File: config.mk
export PLATFORM = sky130hd
export DESIGN_NAME = multichannel_volume_fader_top
export DESIGN_NICKNAME = d
export VERILOG_FILES = /design/src/hw/rtl/mcvf_pkg.sv /design/src/hw/rtl/multichannel_volume_fader_top.sv /design/src/hw/rtl/mcvf_front.sv /design/src/hw/rtl/mcvf_queue.sv /design/src/hw/rtl/mcvf_div.sv /design/src/hw/rtl/mcvf_back.sv
export VERILOG_INCLUDE_DIRS = /design/src /design/src/hw/rtl
export SDC_FILE = /design/constraint.sdc
export NUM_CORES = 1
export LEC_CHECK = 0
export ABC_CLOCK_PERIOD_IN_PS = 9500
export BUFFER_PORTS_ARGS = -buffer_cell sky130_fd_sc_hd__buf_2
export CORE_MARGIN = 3
export CORE_UTILIZATION = 61
export CTS_CLUSTER_SIZE = 8
export DETAILED_ROUTE_END_ITERATION = 16
export GPL_TIMING_DRIVEN = 0
export HOLD_SLACK_MARGIN = 0.03
export PLACE_DENSITY = 0.8
export SLEW_MARGIN = 20
export SYNTH_ARGS = -nofsm -noshare
export SYNTH_HDL_FRONTEND = slang
export SYNTH_HIERARCHICAL = 1
export SYNTH_SLANG_ARGS = --single-unit
File: constraint.sdc
create_clock -name clk_i -period 9.5 [get_ports clk_i]
set_input_delay 0.95 -clock clk_i [delete_from_list [all_inputs] [get_ports clk_i]]
set_output_delay 0.95 -clock clk_i [all_outputs]
set_load 0.02 [all_outputs]
File: src/hw/rtl/assert_macros.svh
// Assertion macros shared by the fader RTL modules.
`ifndef ASSERT_MACROS_SVH
`define ASSERT_MACROS_SVH

// Plain property checked on every clock edge outside reset.
`define MCVF_ASSERT(lbl, prop, msg) \
  lbl: assert property (@(posedge clk_i) disable iff (!rst_ni) (prop)) else $error(msg);

// Same-cycle implication checked outside reset.
`define MCVF_ASSERT_IMPL(lbl, ante, cons, msg) \
  lbl: assert property (@(posedge clk_i) disable iff (!rst_ni) (ante) |-> (cons)) else $error(msg);

`endif

File: src/hw/rtl/mcvf_pkg.sv
// Shared constants, codes and structs of the multichannel volume fader.
package mcvf_pkg;

  localparam int NUM_CHANNELS = 8;
  localparam int MAX_VOLUME   = 100;
  localparam int FRAC_BITS    = 16;

  localparam int CH_W      = (NUM_CHANNELS > 1) ? $clog2(NUM_CHANNELS) : 1;
  localparam int TGT_W     = (MAX_VOLUME > 1) ? $clog2(MAX_VOLUME + 1) : 1;
  localparam int LVL_W     = TGT_W + FRAC_BITS;
  localparam int STEP_W    = LVL_W + 1;
  localparam int FR_W      = 16;
  localparam int KIND_W    = 3;
  localparam int CHAN_IO_W = 3;
  localparam int VOL_IO_W  = 7;
  localparam int ACT_W     = 2;

  localparam int IN_TDATA_W  = 32;
  localparam int OUT_TDATA_W = 16;

  localparam int QUEUE_DEPTH = 4;
  localparam int QPTR_W      = $clog2(QUEUE_DEPTH);

  localparam logic [LVL_W-1:0] FULL_LEVEL = LVL_W'(MAX_VOLUME) << FRAC_BITS;

  typedef enum logic [KIND_W-1:0] {
    KIND_PLAY   = 3'd0,
    KIND_FADE   = 3'd1,
    KIND_SETVOL = 3'd2,
    KIND_STOP   = 3'd3,
    KIND_PAUSE  = 3'd4,
    KIND_TICK   = 3'd5
  } kind_e;

  typedef enum logic [ACT_W-1:0] {
    ACT_PLAY   = 2'd0,
    ACT_SETVOL = 2'd1,
    ACT_STOP   = 2'd2,
    ACT_PAUSE  = 2'd3
  } action_e;

  typedef struct packed {
    kind_e             kind;
    logic [CH_W-1:0]   chan;
    logic [TGT_W-1:0]  vol;
    logic [FR_W-1:0]   frames;
    logic              loop;
  } cmd_t;

  typedef struct packed {
    logic push;
    cmd_t cmd;
  } q_wr_t;

  typedef struct packed {
    logic              start;
    logic [LVL_W-1:0]  mag;
    logic [FR_W-1:0]   divisor;
    logic              neg;
  } div_req_t;

  typedef struct packed {
    logic                     busy;
    logic                     done;
    logic signed [STEP_W-1:0] quot;
  } div_rsp_t;

endpackage

File: src/hw/rtl/multichannel_volume_fader_top.sv
// Top level of the multichannel volume fader.
// Commands arrive on the slave stream (kind in tuser) and pass a four-entry
// command queue; results leave on the master stream from an output register,
// with tlast on the final result of each command. Play, set volume, stop and
// pause are executed when the command is at the queue head and the output
// register is free; their result is loaded into the output register. A fade
// command runs a bit-serial divider for the step and holds the back end until
// the divider is done; it gives no result. A tick leaves the queue, then walks
// every channel in order: an idle channel gives no result and a fading channel
// gives up to three results; a stalled master stream holds the walk.
// The fader holds no memory that needs clearing: it takes commands right
// after reset. stop_after_fade_out is written through cfg_we_i and
// cfg_wdata_i and must only change while the block is idle.
module multichannel_volume_fader_top import mcvf_pkg::*; (
  input  logic                   clk_i,
  input  logic                   rst_ni,
  input  logic                   cfg_we_i,
  input  logic                   cfg_wdata_i,
  input  logic                   s_axis_tvalid_i,
  output logic                   s_axis_tready_o,
  // [2:0] channel, [9:3] volume, [25:10] frames, [26] loop, [31:27] zero
  input  logic [IN_TDATA_W-1:0]  s_axis_tdata_i,
  // [2:0] kind
  input  logic [KIND_W-1:0]      s_axis_tuser_i,
  output logic                   m_axis_tvalid_o,
  input  logic                   m_axis_tready_i,
  // [2:0] channel_res, [9:3] volume_out, [10] loop_out, [15:11] zero
  output logic [OUT_TDATA_W-1:0] m_axis_tdata_o,
  // [1:0] action
  output logic [ACT_W-1:0]       m_axis_tuser_o,
  output logic                   m_axis_tlast_o
);

  q_wr_t    q_wr;
  logic     q_full, q_empty, q_pop;
  cmd_t     q_cmd;
  div_req_t div_req;
  div_rsp_t div_rsp;

  mcvf_front u_front (
    .clk_i           (clk_i),
    .rst_ni          (rst_ni),
    .s_axis_tvalid_i (s_axis_tvalid_i),
    .s_axis_tready_o (s_axis_tready_o),
    .s_axis_tdata_i  (s_axis_tdata_i),
    .s_axis_tuser_i  (s_axis_tuser_i),
    .q_full_i        (q_full),
    .q_wr_o          (q_wr)
  );

  mcvf_queue u_queue (
    .clk_i   (clk_i),
    .rst_ni  (rst_ni),
    .wr_i    (q_wr),
    .full_o  (q_full),
    .empty_o (q_empty),
    .pop_i   (q_pop),
    .cmd_o   (q_cmd)
  );

  mcvf_div u_div (
    .clk_i  (clk_i),
    .rst_ni (rst_ni),
    .req_i  (div_req),
    .rsp_o  (div_rsp)
  );

  mcvf_back u_back (
    .clk_i           (clk_i),
    .rst_ni          (rst_ni),
    .cfg_we_i        (cfg_we_i),
    .cfg_wdata_i     (cfg_wdata_i),
    .q_empty_i       (q_empty),
    .q_cmd_i         (q_cmd),
    .q_pop_o         (q_pop),
    .div_req_o       (div_req),
    .div_rsp_i       (div_rsp),
    .m_axis_tvalid_o (m_axis_tvalid_o),
    .m_axis_tready_i (m_axis_tready_i),
    .m_axis_tdata_o  (m_axis_tdata_o),
    .m_axis_tuser_o  (m_axis_tuser_o),
    .m_axis_tlast_o  (m_axis_tlast_o)
  );

endmodule

File: src/hw/rtl/mcvf_front.sv
// Input side: accepts stream transactions, drops commands of unknown kind or channel, clamps and queues the rest.
module mcvf_front import mcvf_pkg::*; (
  input  logic                  clk_i,
  input  logic                  rst_ni,
  input  logic                  s_axis_tvalid_i,
  output logic                  s_axis_tready_o,
  // [2:0] channel, [9:3] volume, [25:10] frames, [26] loop
  input  logic [IN_TDATA_W-1:0] s_axis_tdata_i,
  // [2:0] kind
  input  logic [KIND_W-1:0]     s_axis_tuser_i,
  input  logic                  q_full_i,
  output q_wr_t                 q_wr_o
);

  logic [CHAN_IO_W-1:0] in_chan;
  logic [VOL_IO_W-1:0]  in_vol;
  logic [FR_W-1:0]      in_frames;
  logic                 chan_ok;
  logic                 keep;
  kind_e                kind;

  assign in_chan   = s_axis_tdata_i[2:0];
  assign in_vol    = s_axis_tdata_i[9:3];
  assign in_frames = s_axis_tdata_i[25:10];
  assign kind      = kind_e'(s_axis_tuser_i);
  assign chan_ok   = (32'(in_chan) < NUM_CHANNELS);

  assign s_axis_tready_o = !q_full_i;

  always_comb begin
    case (kind)
      KIND_PLAY, KIND_FADE, KIND_SETVOL, KIND_STOP, KIND_PAUSE: keep = chan_ok;
      KIND_TICK: keep = 1'b1;
      default: keep = 1'b0;
    endcase
  end

  always_comb begin
    q_wr_o.push       = s_axis_tvalid_i && !q_full_i && keep;
    q_wr_o.cmd.kind   = kind;
    q_wr_o.cmd.chan   = CH_W'(in_chan);
    q_wr_o.cmd.loop   = s_axis_tdata_i[26];
    q_wr_o.cmd.frames = (in_frames == '0) ? FR_W'(1) : in_frames;
    if (32'(in_vol) > MAX_VOLUME) begin
      q_wr_o.cmd.vol = TGT_W'(MAX_VOLUME);
    end else begin
      q_wr_o.cmd.vol = TGT_W'(in_vol);
    end
  end

  `include "assert_macros.svh"

  `MCVF_ASSERT_IMPL(a_push_needs_room, q_wr_o.push, s_axis_tready_o, "push into full queue")

endmodule

File: src/hw/rtl/mcvf_queue.sv
// Short command queue between the front and the back of the fader.
module mcvf_queue import mcvf_pkg::*; (
  input  logic  clk_i,
  input  logic  rst_ni,
  input  q_wr_t wr_i,
  output logic  full_o,
  output logic  empty_o,
  input  logic  pop_i,
  output cmd_t  cmd_o
);

  cmd_t              mem_q [QUEUE_DEPTH];
  logic [QPTR_W-1:0] wr_ptr_q, rd_ptr_q;
  logic [QPTR_W:0]   count_q;
  logic              do_push, do_pop;

  assign full_o  = (32'(count_q) == QUEUE_DEPTH);
  assign empty_o = (count_q == '0);
  assign do_push = wr_i.push && !full_o;
  assign do_pop  = pop_i && !empty_o;
  assign cmd_o   = mem_q[rd_ptr_q];

  always_ff @(posedge clk_i) begin
    if (do_push) begin
      mem_q[wr_ptr_q] <= wr_i.cmd;
    end
  end

  always_ff @(posedge clk_i or negedge rst_ni) begin
    if (!rst_ni) begin
      wr_ptr_q <= '0;
      rd_ptr_q <= '0;
      count_q  <= '0;
    end else begin
      if (do_push) begin
        wr_ptr_q <= wr_ptr_q + QPTR_W'(1);
      end
      if (do_pop) begin
        rd_ptr_q <= rd_ptr_q + QPTR_W'(1);
      end
      case ({do_push, do_pop})
        2'b10:   count_q <= count_q + (QPTR_W + 1)'(1);
        2'b01:   count_q <= count_q - (QPTR_W + 1)'(1);
        default: count_q <= count_q;
      endcase
    end
  end

  `include "assert_macros.svh"

  `MCVF_ASSERT(a_count_bound, 32'(count_q) <= QUEUE_DEPTH, "queue count out of range")
  `MCVF_ASSERT_IMPL(a_ptr_gap, 1'b1, (wr_ptr_q - rd_ptr_q) == count_q[QPTR_W-1:0], "queue pointers disagree with count")

endmodule

File: src/hw/rtl/mcvf_div.sv
// Restoring divider, one quotient bit per cycle, for the fade step.
module mcvf_div import mcvf_pkg::*; (
  input  logic     clk_i,
  input  logic     rst_ni,
  input  div_req_t req_i,
  output div_rsp_t rsp_o
);

  localparam int CNT_W = $clog2(LVL_W);

  logic             busy_q, done_q;
  logic [CNT_W-1:0] cnt_q;
  logic [FR_W-1:0]  rem_q, div_q, rem_d;
  logic [LVL_W-1:0] quo_q, quo_d;
  logic             neg_q;
  logic [FR_W:0]    shifted, trial;
  logic             ge;

  assign shifted = {rem_q, quo_q[LVL_W-1]};
  assign trial   = shifted - {1'b0, div_q};
  assign ge      = (shifted >= {1'b0, div_q});
  assign rem_d   = ge ? trial[FR_W-1:0] : shifted[FR_W-1:0];
  assign quo_d   = {quo_q[LVL_W-2:0], ge};

  always_ff @(posedge clk_i or negedge rst_ni) begin
    if (!rst_ni) begin
      busy_q <= 1'b0;
      done_q <= 1'b0;
      cnt_q  <= '0;
    end else begin
      done_q <= 1'b0;
      if (req_i.start) begin
        busy_q <= 1'b1;
        cnt_q  <= CNT_W'(LVL_W - 1);
      end else if (busy_q) begin
        if (cnt_q == '0) begin
          busy_q <= 1'b0;
          done_q <= 1'b1;
        end else begin
          cnt_q <= cnt_q - CNT_W'(1);
        end
      end
    end
  end

  always_ff @(posedge clk_i) begin
    if (req_i.start) begin
      rem_q <= '0;
      quo_q <= req_i.mag;
      div_q <= req_i.divisor;
      neg_q <= req_i.neg;
    end else if (busy_q) begin
      rem_q <= rem_d;
      quo_q <= quo_d;
    end
  end

  always_comb begin
    rsp_o.busy = busy_q;
    rsp_o.done = done_q;
    if (neg_q) begin
      rsp_o.quot = -$signed({1'b0, quo_q});
    end else begin
      rsp_o.quot = $signed({1'b0, quo_q});
    end
  end

  `include "assert_macros.svh"

  `MCVF_ASSERT_IMPL(a_start_idle, req_i.start, !busy_q && !done_q, "divider restarted while busy")

endmodule

File: src/hw/rtl/mcvf_back.sv
// Execution side: per-channel level state, tick walk, fade setup and result register.
module mcvf_back import mcvf_pkg::*; (
  input  logic                   clk_i,
  input  logic                   rst_ni,
  input  logic                   cfg_we_i,
  input  logic                   cfg_wdata_i,
  input  logic                   q_empty_i,
  input  cmd_t                   q_cmd_i,
  output logic                   q_pop_o,
  output div_req_t               div_req_o,
  input  div_rsp_t               div_rsp_i,
  output logic                   m_axis_tvalid_o,
  input  logic                   m_axis_tready_i,
  output logic [OUT_TDATA_W-1:0] m_axis_tdata_o,
  output logic [ACT_W-1:0]       m_axis_tuser_o,
  output logic                   m_axis_tlast_o
);

  localparam logic [2:0] S_IDLE = 3'd0;
  localparam logic [2:0] S_DIV  = 3'd1;
  localparam logic [2:0] S_WALK = 3'd2;
  localparam logic [2:0] S_SNAP = 3'd3;
  localparam logic [2:0] S_STOP = 3'd4;

  logic [2:0]               state_q, state_d;
  logic [CH_W-1:0]          idx_q, idx_d;
  logic                     down_q, down_d;
  logic                     stop_cfg_q;

  logic [LVL_W-1:0]         cur_q  [NUM_CHANNELS];
  logic [TGT_W-1:0]         tgt_q  [NUM_CHANNELS];
  logic signed [STEP_W-1:0] step_q [NUM_CHANNELS];
  logic [NUM_CHANNELS-1:0]  fading_q;

  logic                     out_valid_q;
  logic [CHAN_IO_W-1:0]     out_chan_q, out_chan_d;
  action_e                  out_act_q, out_act_d;
  logic [VOL_IO_W-1:0]      out_vol_q, out_vol_d;
  logic                     out_loop_q, out_loop_d;
  logic                     out_last_q, out_last_d;
  logic                     out_load, out_free;

  logic [CH_W-1:0]          rd_idx;
  logic [LVL_W-1:0]         rd_cur, tgt_lvl, cur_new, cmd_lvl;
  logic [TGT_W-1:0]         rd_tgt;
  logic signed [STEP_W-1:0] rd_step;
  logic signed [LVL_W+1:0]  sum;
  logic [LVL_W:0]           diff;
  logic                     step_neg, done, higher;

  logic                     cur_we, tgt_we, step_we, fad_set, fad_clr;
  logic [LVL_W-1:0]         cur_wd;

  assign out_free = !out_valid_q || m_axis_tready_i;
  assign rd_idx   = (state_q == S_IDLE) ? q_cmd_i.chan : idx_q;
  assign rd_cur   = cur_q[rd_idx];
  assign rd_tgt   = tgt_q[rd_idx];
  assign rd_step  = step_q[rd_idx];
  assign tgt_lvl  = {rd_tgt, {FRAC_BITS{1'b0}}};
  assign cmd_lvl  = {q_cmd_i.vol, {FRAC_BITS{1'b0}}};
  assign step_neg = rd_step[STEP_W-1];

  // Step the level and saturate to the legal range.
  assign sum = $signed({2'b00, rd_cur}) + $signed({rd_step[STEP_W-1], rd_step});
  always_comb begin
    if (sum[LVL_W+1]) begin
      cur_new = '0;
    end else if (sum[LVL_W:0] > {1'b0, FULL_LEVEL}) begin
      cur_new = FULL_LEVEL;
    end else begin
      cur_new = sum[LVL_W-1:0];
    end
  end

  assign done = (rd_step == '0) || (!step_neg && cur_new >= tgt_lvl) ||
                (step_neg && cur_new <= tgt_lvl);

  // Any fading channel above the one being walked decides the last flag.
  always_comb begin
    higher = 1'b0;
    for (int j = 0; j < NUM_CHANNELS; j++) begin
      if (j > int'(idx_q)) begin
        higher = higher | fading_q[j];
      end
    end
  end

  assign diff = {1'b0, cmd_lvl} - {1'b0, rd_cur};

  always_comb begin
    div_req_o.divisor = q_cmd_i.frames;
    div_req_o.neg     = diff[LVL_W];
    div_req_o.mag     = diff[LVL_W] ? LVL_W'(-diff) : diff[LVL_W-1:0];
    div_req_o.start   = 1'b0;

    state_d    = state_q;
    idx_d      = idx_q;
    down_d     = down_q;
    q_pop_o    = 1'b0;
    out_load   = 1'b0;
    out_chan_d = 3'(rd_idx);
    out_act_d  = ACT_SETVOL;
    out_vol_d  = '0;
    out_loop_d = 1'b0;
    out_last_d = 1'b1;
    cur_we     = 1'b0;
    cur_wd     = cmd_lvl;
    tgt_we     = 1'b0;
    step_we    = 1'b0;
    fad_set    = 1'b0;
    fad_clr    = 1'b0;

    case (state_q)
      S_IDLE: begin
        if (!q_empty_i && out_free) begin
          q_pop_o = 1'b1;
          case (q_cmd_i.kind)
            KIND_PLAY: begin
              cur_we     = 1'b1;
              fad_clr    = 1'b1;
              out_load   = 1'b1;
              out_act_d  = ACT_PLAY;
              out_vol_d  = VOL_IO_W'(q_cmd_i.vol);
              out_loop_d = q_cmd_i.loop;
            end
            KIND_FADE: begin
              div_req_o.start = 1'b1;
              tgt_we          = 1'b1;
              idx_d           = q_cmd_i.chan;
              state_d         = S_DIV;
            end
            KIND_SETVOL: begin
              cur_we    = 1'b1;
              out_load  = 1'b1;
              out_act_d = ACT_SETVOL;
              out_vol_d = VOL_IO_W'(q_cmd_i.vol);
            end
            KIND_STOP: begin
              out_load  = 1'b1;
              out_act_d = ACT_STOP;
            end
            KIND_PAUSE: begin
              out_load  = 1'b1;
              out_act_d = ACT_PAUSE;
            end
            KIND_TICK: begin
              idx_d   = '0;
              state_d = S_WALK;
            end
            default: begin
              state_d = S_IDLE;
            end
          endcase
        end
      end
      S_DIV: begin
        if (div_rsp_i.done) begin
          step_we = 1'b1;
          fad_set = 1'b1;
          state_d = S_IDLE;
        end
      end
      S_WALK, S_SNAP, S_STOP: begin
        if (state_q == S_WALK && !fading_q[idx_q]) begin
          state_d = S_IDLE;
          if (32'(idx_q) != NUM_CHANNELS - 1) begin
            idx_d   = idx_q + CH_W'(1);
            state_d = S_WALK;
          end
        end else if (out_free) begin
          out_load = 1'b1;
          if (state_q == S_WALK) begin
            cur_we     = 1'b1;
            cur_wd     = cur_new;
            down_d     = step_neg;
            out_vol_d  = VOL_IO_W'(cur_new[LVL_W-1:FRAC_BITS]);
            out_last_d = !done && !higher;
          end else if (state_q == S_SNAP) begin
            cur_we     = 1'b1;
            cur_wd     = tgt_lvl;
            fad_clr    = 1'b1;
            out_vol_d  = VOL_IO_W'(rd_tgt);
            out_last_d = !(down_q && stop_cfg_q) && !higher;
          end else begin
            out_act_d  = ACT_STOP;
            out_last_d = !higher;
          end
          // Pick the next step of the walk.
          if (state_q == S_WALK && done) begin
            state_d = S_SNAP;
          end else if (state_q == S_SNAP && down_q && stop_cfg_q) begin
            state_d = S_STOP;
          end else if (32'(idx_q) == NUM_CHANNELS - 1) begin
            state_d = S_IDLE;
          end else begin
            idx_d   = idx_q + CH_W'(1);
            state_d = S_WALK;
          end
        end
      end
      default: begin
        state_d = S_IDLE;
      end
    endcase
  end

  always_ff @(posedge clk_i or negedge rst_ni) begin
    if (!rst_ni) begin
      state_q     <= S_IDLE;
      idx_q       <= '0;
      down_q      <= 1'b0;
      stop_cfg_q  <= 1'b1;
      out_valid_q <= 1'b0;
      fading_q    <= '0;
      for (int i = 0; i < NUM_CHANNELS; i++) begin
        cur_q[i]  <= FULL_LEVEL;
        tgt_q[i]  <= TGT_W'(MAX_VOLUME);
        step_q[i] <= '0;
      end
    end else begin
      state_q <= state_d;
      idx_q   <= idx_d;
      down_q  <= down_d;
      if (cfg_we_i) begin
        stop_cfg_q <= cfg_wdata_i;
      end
      if (out_load) begin
        out_valid_q <= 1'b1;
      end else if (m_axis_tready_i) begin
        out_valid_q <= 1'b0;
      end
      if (cur_we) begin
        cur_q[rd_idx] <= cur_wd;
      end
      if (tgt_we) begin
        tgt_q[rd_idx] <= q_cmd_i.vol;
      end
      if (step_we) begin
        step_q[rd_idx] <= div_rsp_i.quot;
      end
      if (fad_set) begin
        fading_q[rd_idx] <= 1'b1;
      end else if (fad_clr) begin
        fading_q[rd_idx] <= 1'b0;
      end
    end
  end

  always_ff @(posedge clk_i) begin
    if (out_load) begin
      out_chan_q <= out_chan_d;
      out_act_q  <= out_act_d;
      out_vol_q  <= out_vol_d;
      out_loop_q <= out_loop_d;
      out_last_q <= out_last_d;
    end
  end

  assign m_axis_tvalid_o = out_valid_q;
  assign m_axis_tdata_o  = {{(OUT_TDATA_W - 11){1'b0}}, out_loop_q, out_vol_q, out_chan_q};
  assign m_axis_tuser_o  = out_act_q;
  assign m_axis_tlast_o  = out_last_q;

  `include "assert_macros.svh"

  `MCVF_ASSERT_IMPL(a_no_overwrite, out_valid_q && !m_axis_tready_i, !out_load, "result overwritten while stalled")
  `MCVF_ASSERT_IMPL(a_div_done_state, div_rsp_i.done, state_q == S_DIV, "divider result outside fade setup")
  `MCVF_ASSERT_IMPL(a_snap_fading, state_q == S_SNAP, fading_q[idx_q], "snap on a channel that is not fading")

endmodule
==> impl_results.md, run 1 <==
* Outcome: finished, final reports clean
* CTS sink count at 653
* # hold bufs at CTS at 0
* R2R Path End: u_back/idx_q[2]
* Clock-pin transition on the worst setup and hold timing paths at 0.05 ns
* Critical path startpoint category: register
* CP Data Arrival Time at 9.90 ns
* Gr ovfl total at 0
* Max cap viols at 0
* Final GP Congestion at 1.033
* First-pass GRT wire length at 173.8 mm
* HP Class: primary input to async pin
* Final WL at 116.5 mm
* Worst path bufs/invs at 5
* Full die area at 58800 um^2
* Die extent in x at 242.5 um
* Worst-path fanout max at 10
* Crit-path slowest cell: nor4b_4
* Most frequent CP cell: o21a_1
* Fin worst setup slack at 0.1354 ns
* Critical Path End Type: register
* Slew Viols, Final at 0
* Worst R2R Path Depth at 33
* I/O pin count at 62
* Fin. Hold Viols at 0
* Worst Max-Slew Pin Slew at 1.245 ns
* Largest net degree at the start of global routing at 106
* Root Driver: clkbuf_16
* Antenna violations before repair at 3
* Detail Placement HPWL at 81.57 mm
* Mapped Cells at 3067
* Worst Skew at 0.03507 ns
* CTS Buf Count at 92
* First-pass DRT Iterations at 6
* DP Worst Slack at -1.862 ns
* Mapped Avg Cell Area at 11.12 um^2
* Crit share post-route at 98.57%
* Rel. slew slack at 16.99%
* Final setup violation count at 0
* Drt wl/cell at 28.79 um
* Setup TNS at 0 ns
* H-tree level count at 3
* R2r setup slk at 0.14 ns
* Worst-Skew Late Latency at 0.67 ns
* Req. time, crit path at 10.03 ns
* Nets at 3341
* Share of cells above drive strength 1 at 23.60%
* Peak Freq at 0.1068 GHz
* CTS tree: done
* Final Critical Period at 9.365 ns
* Core Footprint at 55200 um^2
* Layout Area Growth over Synthesis at 13.50%
* Via count at 27590
* Levels on crit path at 33
* Drt via density at 6.819
* Port Buffers at 46
* # rows at 86
* Syn. warnings at 6
* DRT iter0 DRCs at 3829
* Initial Utilization at 61.81%
* CP peak stage delay at 0.57 ns
* Crit path max-delay family: compound AO/OA/AOI/OAI gates
* Synthesized cell area at 34120 um^2
* CTS max path bufs at 3
* Post-route ant nets at 0
* Setup CP Type: register to register
* Cells after DPL at 3879
* Gr usage total at 39.44%
* Drc violations at 0
* Vias in the first global route at 27660
* Finished Layout Cells at 4046
* Die span in y at 242.5 um
* Reg-to-Reg Start: u_queue/rd_ptr_q[0]
## registers in the layout, indices dropped and copies added, names as in the netlist, 5 cells and up, named ones only
signal            count
u_div/quo_q          23
u_back/step_q       192
u_back/tgt_q         56
u_div/div_q          16
u_queue/mem_q       120
u_div/rem_q          16
u_back/cur_q        184
u_back/out_vol_q      7
u_div/cnt_q           5
## final cells by class
class                      count  area [um^2]
antenna                        1        2.502
buffer                       211         1115
clock buffer                 151         2524
clock inverter                 8        188.9
fill                        3834        16480
inverter                      88        334.1
multi-input combinational   2117        15850
sequential                   653        17190
tap                          748        935.9
timing repair buffer          69        583.1
## placed cells by master (no fill, tap or decap), types with 31 or more instances in the layout
cell,n
dfrtp_1,414
nand2_1,367
mux2_2,301
o21ai_0,241
edfxtp_1,174
clkbuf_1,165
nor2_1,123
clkbuf_16,92
inv_1,81
buf_2,79
a21oi_1,75
o22ai_1,72
mux2i_1,68
ha_1,65
xnor2_1,62
nand3_1,61
dfstp_2,49
buf_4,47
nor3_1,36
mux4_2,32
nand2b_1,31
## routing by layer
metal	GRT usage [%]	part of all wire, %	up-vias
li1	-	-	11600
met1	51.57	37	13630
met2	58.77	44	1880
met3	10.91	12	468
met4	24.28	7.2	2
met5	0	0.0094	-
## how the worst max path moves through the flow
stage | from | endpoint | slack (ns)
after global routing | u_queue/rd_ptr_q[0] | u_back/idx_q[2] | -0.08
after CTS | u_queue/rd_ptr_q[0] | u_back/idx_q[2] | 0.04
after floorplan | u_queue/rd_ptr_q[0] | u_back/idx_q[2] | 1.47
final | u_queue/rd_ptr_q[0] | u_back/idx_q[2] | 0.14
after detailed placement | u_queue/rd_ptr_q[0] | u_back/idx_q[2] | -1.86
after global placement | u_queue/rd_ptr_q[0] | u_back/idx_q[2] | -2.09
## metrics by stage
stage / area (um^2) / hold slack, ns / utilization (%)
5_1_grt: 38720 / 0.2818 / 70.14
4_1_cts: 38520 / 0.2620 / 69.78
2_1_floorplan: 34130 / 0.4368 / -
3_5_place_dp: 35660 / 0.4580 / 64.60
6_report: 38720 / 0.2497 / 70.15
3_3_place_gp: 35300 / 0.4550 / 63.95
## timing repair
| item | 4_1_cts | 5_1_grt |
|---|---|---|
| resized for setup | 35 | 36 |
| endpoints found under the setup margin | 127 | 6 |
| setup buffers | 3 | 6 |
| pin swaps | 1 | 4 |
Power of run 1 is not shown: default switching activity piles up to over one toggle a cycle in this logic, so the estimate is an artifact.
==> run 2: changes to the inputs <==
Settings changed: ABC_CLOCK_PERIOD_IN_PS 9500 to 11400, SYNTH_HIERARCHICAL 1 to default.
Clock period 9.5 ns to 11.4 ns, I/O delays scaled along.
==> run 2 against run 1 <==
Compared with the run above:
- synthesized cell count grew 4.7%
- worst hold slack improved by 0.17 ns
- global-route usage down 0.74 points
- cell area fell by 6.1%
- fmax decreased by 15%
- critical path depth is 3 higher
- highest routed layer unchanged
==> impl_results.md, run 2 <==
* Top post-synthesis cells by count: nand2_1, o21ai_0, dfrtp_1
* Critical Path End Type: register
* Gr usage total at 38.71%
* Unique masters post-synth at 105
* Port Buffers at 51
* # hold bufs at CTS at 0
* Slew Viols, Final at 0
* Hold_ws at 0.4235 ns
* Final setup violation count at 0
* Commonest non-fill, non-tap cells in the layout: nand2_1, o21ai_0, dfrtp_1, clkbuf_1, edfxtp_1
* Initial Utilization at 62.31%
* Sequential share of the synthesized area at 53.14%
* Final Cell Area at 36340 um^2
* Fillers at 3758
* Detail Placement HPWL at 75.33 mm
* Post-synthesis register bit count at 653
* Worst R2R Path Depth at 36
* Worst-Skew Late Latency at 0.68 ns
* Drt via density at 6.803
* Worst-path fanout max at 10
* Drc violations at 0
* Setup CP Type: register to register
* Yosys top cell area share at 32.02%
* HP Class: primary input to async pin
* Gr ovfl total at 0
* Placed Area at 33760 um^2
* Via count at 27870
* First-pass GRT wire length at 164.9 mm
* DRT iter0 DRCs at 3683
* Syn. warnings at 0
* Mapped Cells at 3211
* Full die area at 55840 um^2
* Finished Layout Cells at 4096
* Layout Area Growth over Synthesis at 12.34%
* Rel. slew slack at 16.16%
* R2r setup slk at 0.42 ns
* Reg-to-Reg Start: u_queue.rd_ptr_q[1]
* Setup TNS at 0 ns
* CTS sink count at 653
* Commonest non-fill, non-tap cell in the layout: nand2_1
* Fin. Hold Viols at 0
* Cells after DPL at 3957
* Crit share post-route at 96.35%
* R2R Path End: u_back.idx_q[0]
* CP Data Arrival Time at 11.49 ns
* Max cap viols at 0
* Mapped Avg Cell Area at 10.08 um^2
* Final Critical Period at 10.98 ns
* Core Footprint at 51920 um^2
* Ys flop type: dfrtp_1
* Drt wl/cell at 26.71 um
* Area of the multi-input gates at 14010 um^2
* Share of cells above drive strength 1 at 11.65%
* Post-route ant nets at 0
* Area contributors post-synth: dfrtp_1, edfxtp_1, nand2_1
* Count leader, synth: nand2_1
* Synthesized cell area at 32350 um^2
* Req. time, crit path at 11.91 ns
* # diodes at 0
* Antenna violations before repair at 1
* First-pass DRT Iterations at 7
* Final WL at 109.4 mm
* Vias in the first global route at 27620
* Register Area at 17190 um^2
* Post-synth EDFFs at 174
* H-tree level count at 3
* Max reg flops at 192
* Root Driver: clkbuf_16
* Final GP Congestion at 0.9714
* Top flop regs: u_back.step_q (192), u_back.cur_q (184), u_queue.mem_q (120)
* Nets at 3478
* Die extent in x at 236.3 um
* RSZ-0062 raised after global routing: no
* Outcome: finished, final reports clean
* CTS max path bufs at 3
* Cell taking the most area after synthesis: dfrtp_1
* # rows at 83
* Peak Freq at 0.09105 GHz
* Worst Max-Slew Pin Slew at 1.223 ns
* Worst Skew at 0.03571 ns
* Largest net degree at the start of global routing at 99
* CTS tree: done
* Clock-pin transition on the worst setup and hold timing paths at 0.05 ns
* CTS Buf Count at 91
* Die span in y at 236.3 um
* Crit-path slowest cell: clkbuf_1
* CP peak stage delay at 0.77 ns
* Largest Register: u_back.step_q
* I/O pin count at 62
* Critical path startpoint category: register
* Ys async rst share at 70.90%
## run 2: cell type report
type                       instances  area share [%]
timing repair buffer              63           1.442
clock inverter                     6          0.3408
clock buffer                     134           6.737
tap                              680           2.341
inverter                         105           1.091
multi-input combinational       2262           38.56
sequential                       653           47.30
buffer                           193           2.186
## run 2: what timing repair did
| item | CTS | global route |
|---|---|---|
| setup buffers | 0 | 0 |
| endpoints found under the setup margin | 0 | 6 |
| gates resized for setup | 0 | 4 |
## run 2: worst max path at each step
stage	from	end	slack [ns]	depth (start not counted)
final	u_queue.rd_ptr_q[1]	u_back.idx_q[0]	0.42	36
after global routing	u_queue.rd_ptr_q[1]	u_back.idx_q[0]	0.08	36
after CTS	u_queue.rd_ptr_q[1]	u_back.idx_q[0]	0.06	38
after detailed placement	u_back.state_q[0]	u_back.idx_q[0]	0.11	38
after global placement	u_queue.rd_ptr_q[0]	u_back.idx_q[1]	0.13	38
after floorplan	u_queue.rd_ptr_q[0]	u_back.idx_q[1]	3.52	39
## run 2: critical path, delay by kind of cell (launching register included)
family	cells	cell delay, ns
mux	2	0.82
buf+inv	7	3.19
fa+ha+maj	2	0.58
compound gates	19	4.58
flops	1	0.43
simple gates	6	1.21
## run 2: logic make-up after synthesis
kind of cell	synth area share, %
simple gates	13.84
compound gates	16.65
flops	53.14
buf+inv	3.701
mux	7.487
xor+xnor	2.464
fa+ha+maj	2.699
other cells	0.01159
## run 2: through the flow
step                setup slack (ns)  utilization (%)
floorplan                      3.520                -
global placement              0.1308            64.47
detailed placement            0.1148            65.02
CTS                          0.06123            69.97
global route                 0.07742            70.00
finish                        0.4167            70.00
## run 2: per-layer routing
layer	track usage [%]	routed length, um
met4	24.78	8609
met1	48.81	39380
met3	11.38	13300
met2	58.63	48090
met5	0	13
Power of run 2 is left out for the same reason.
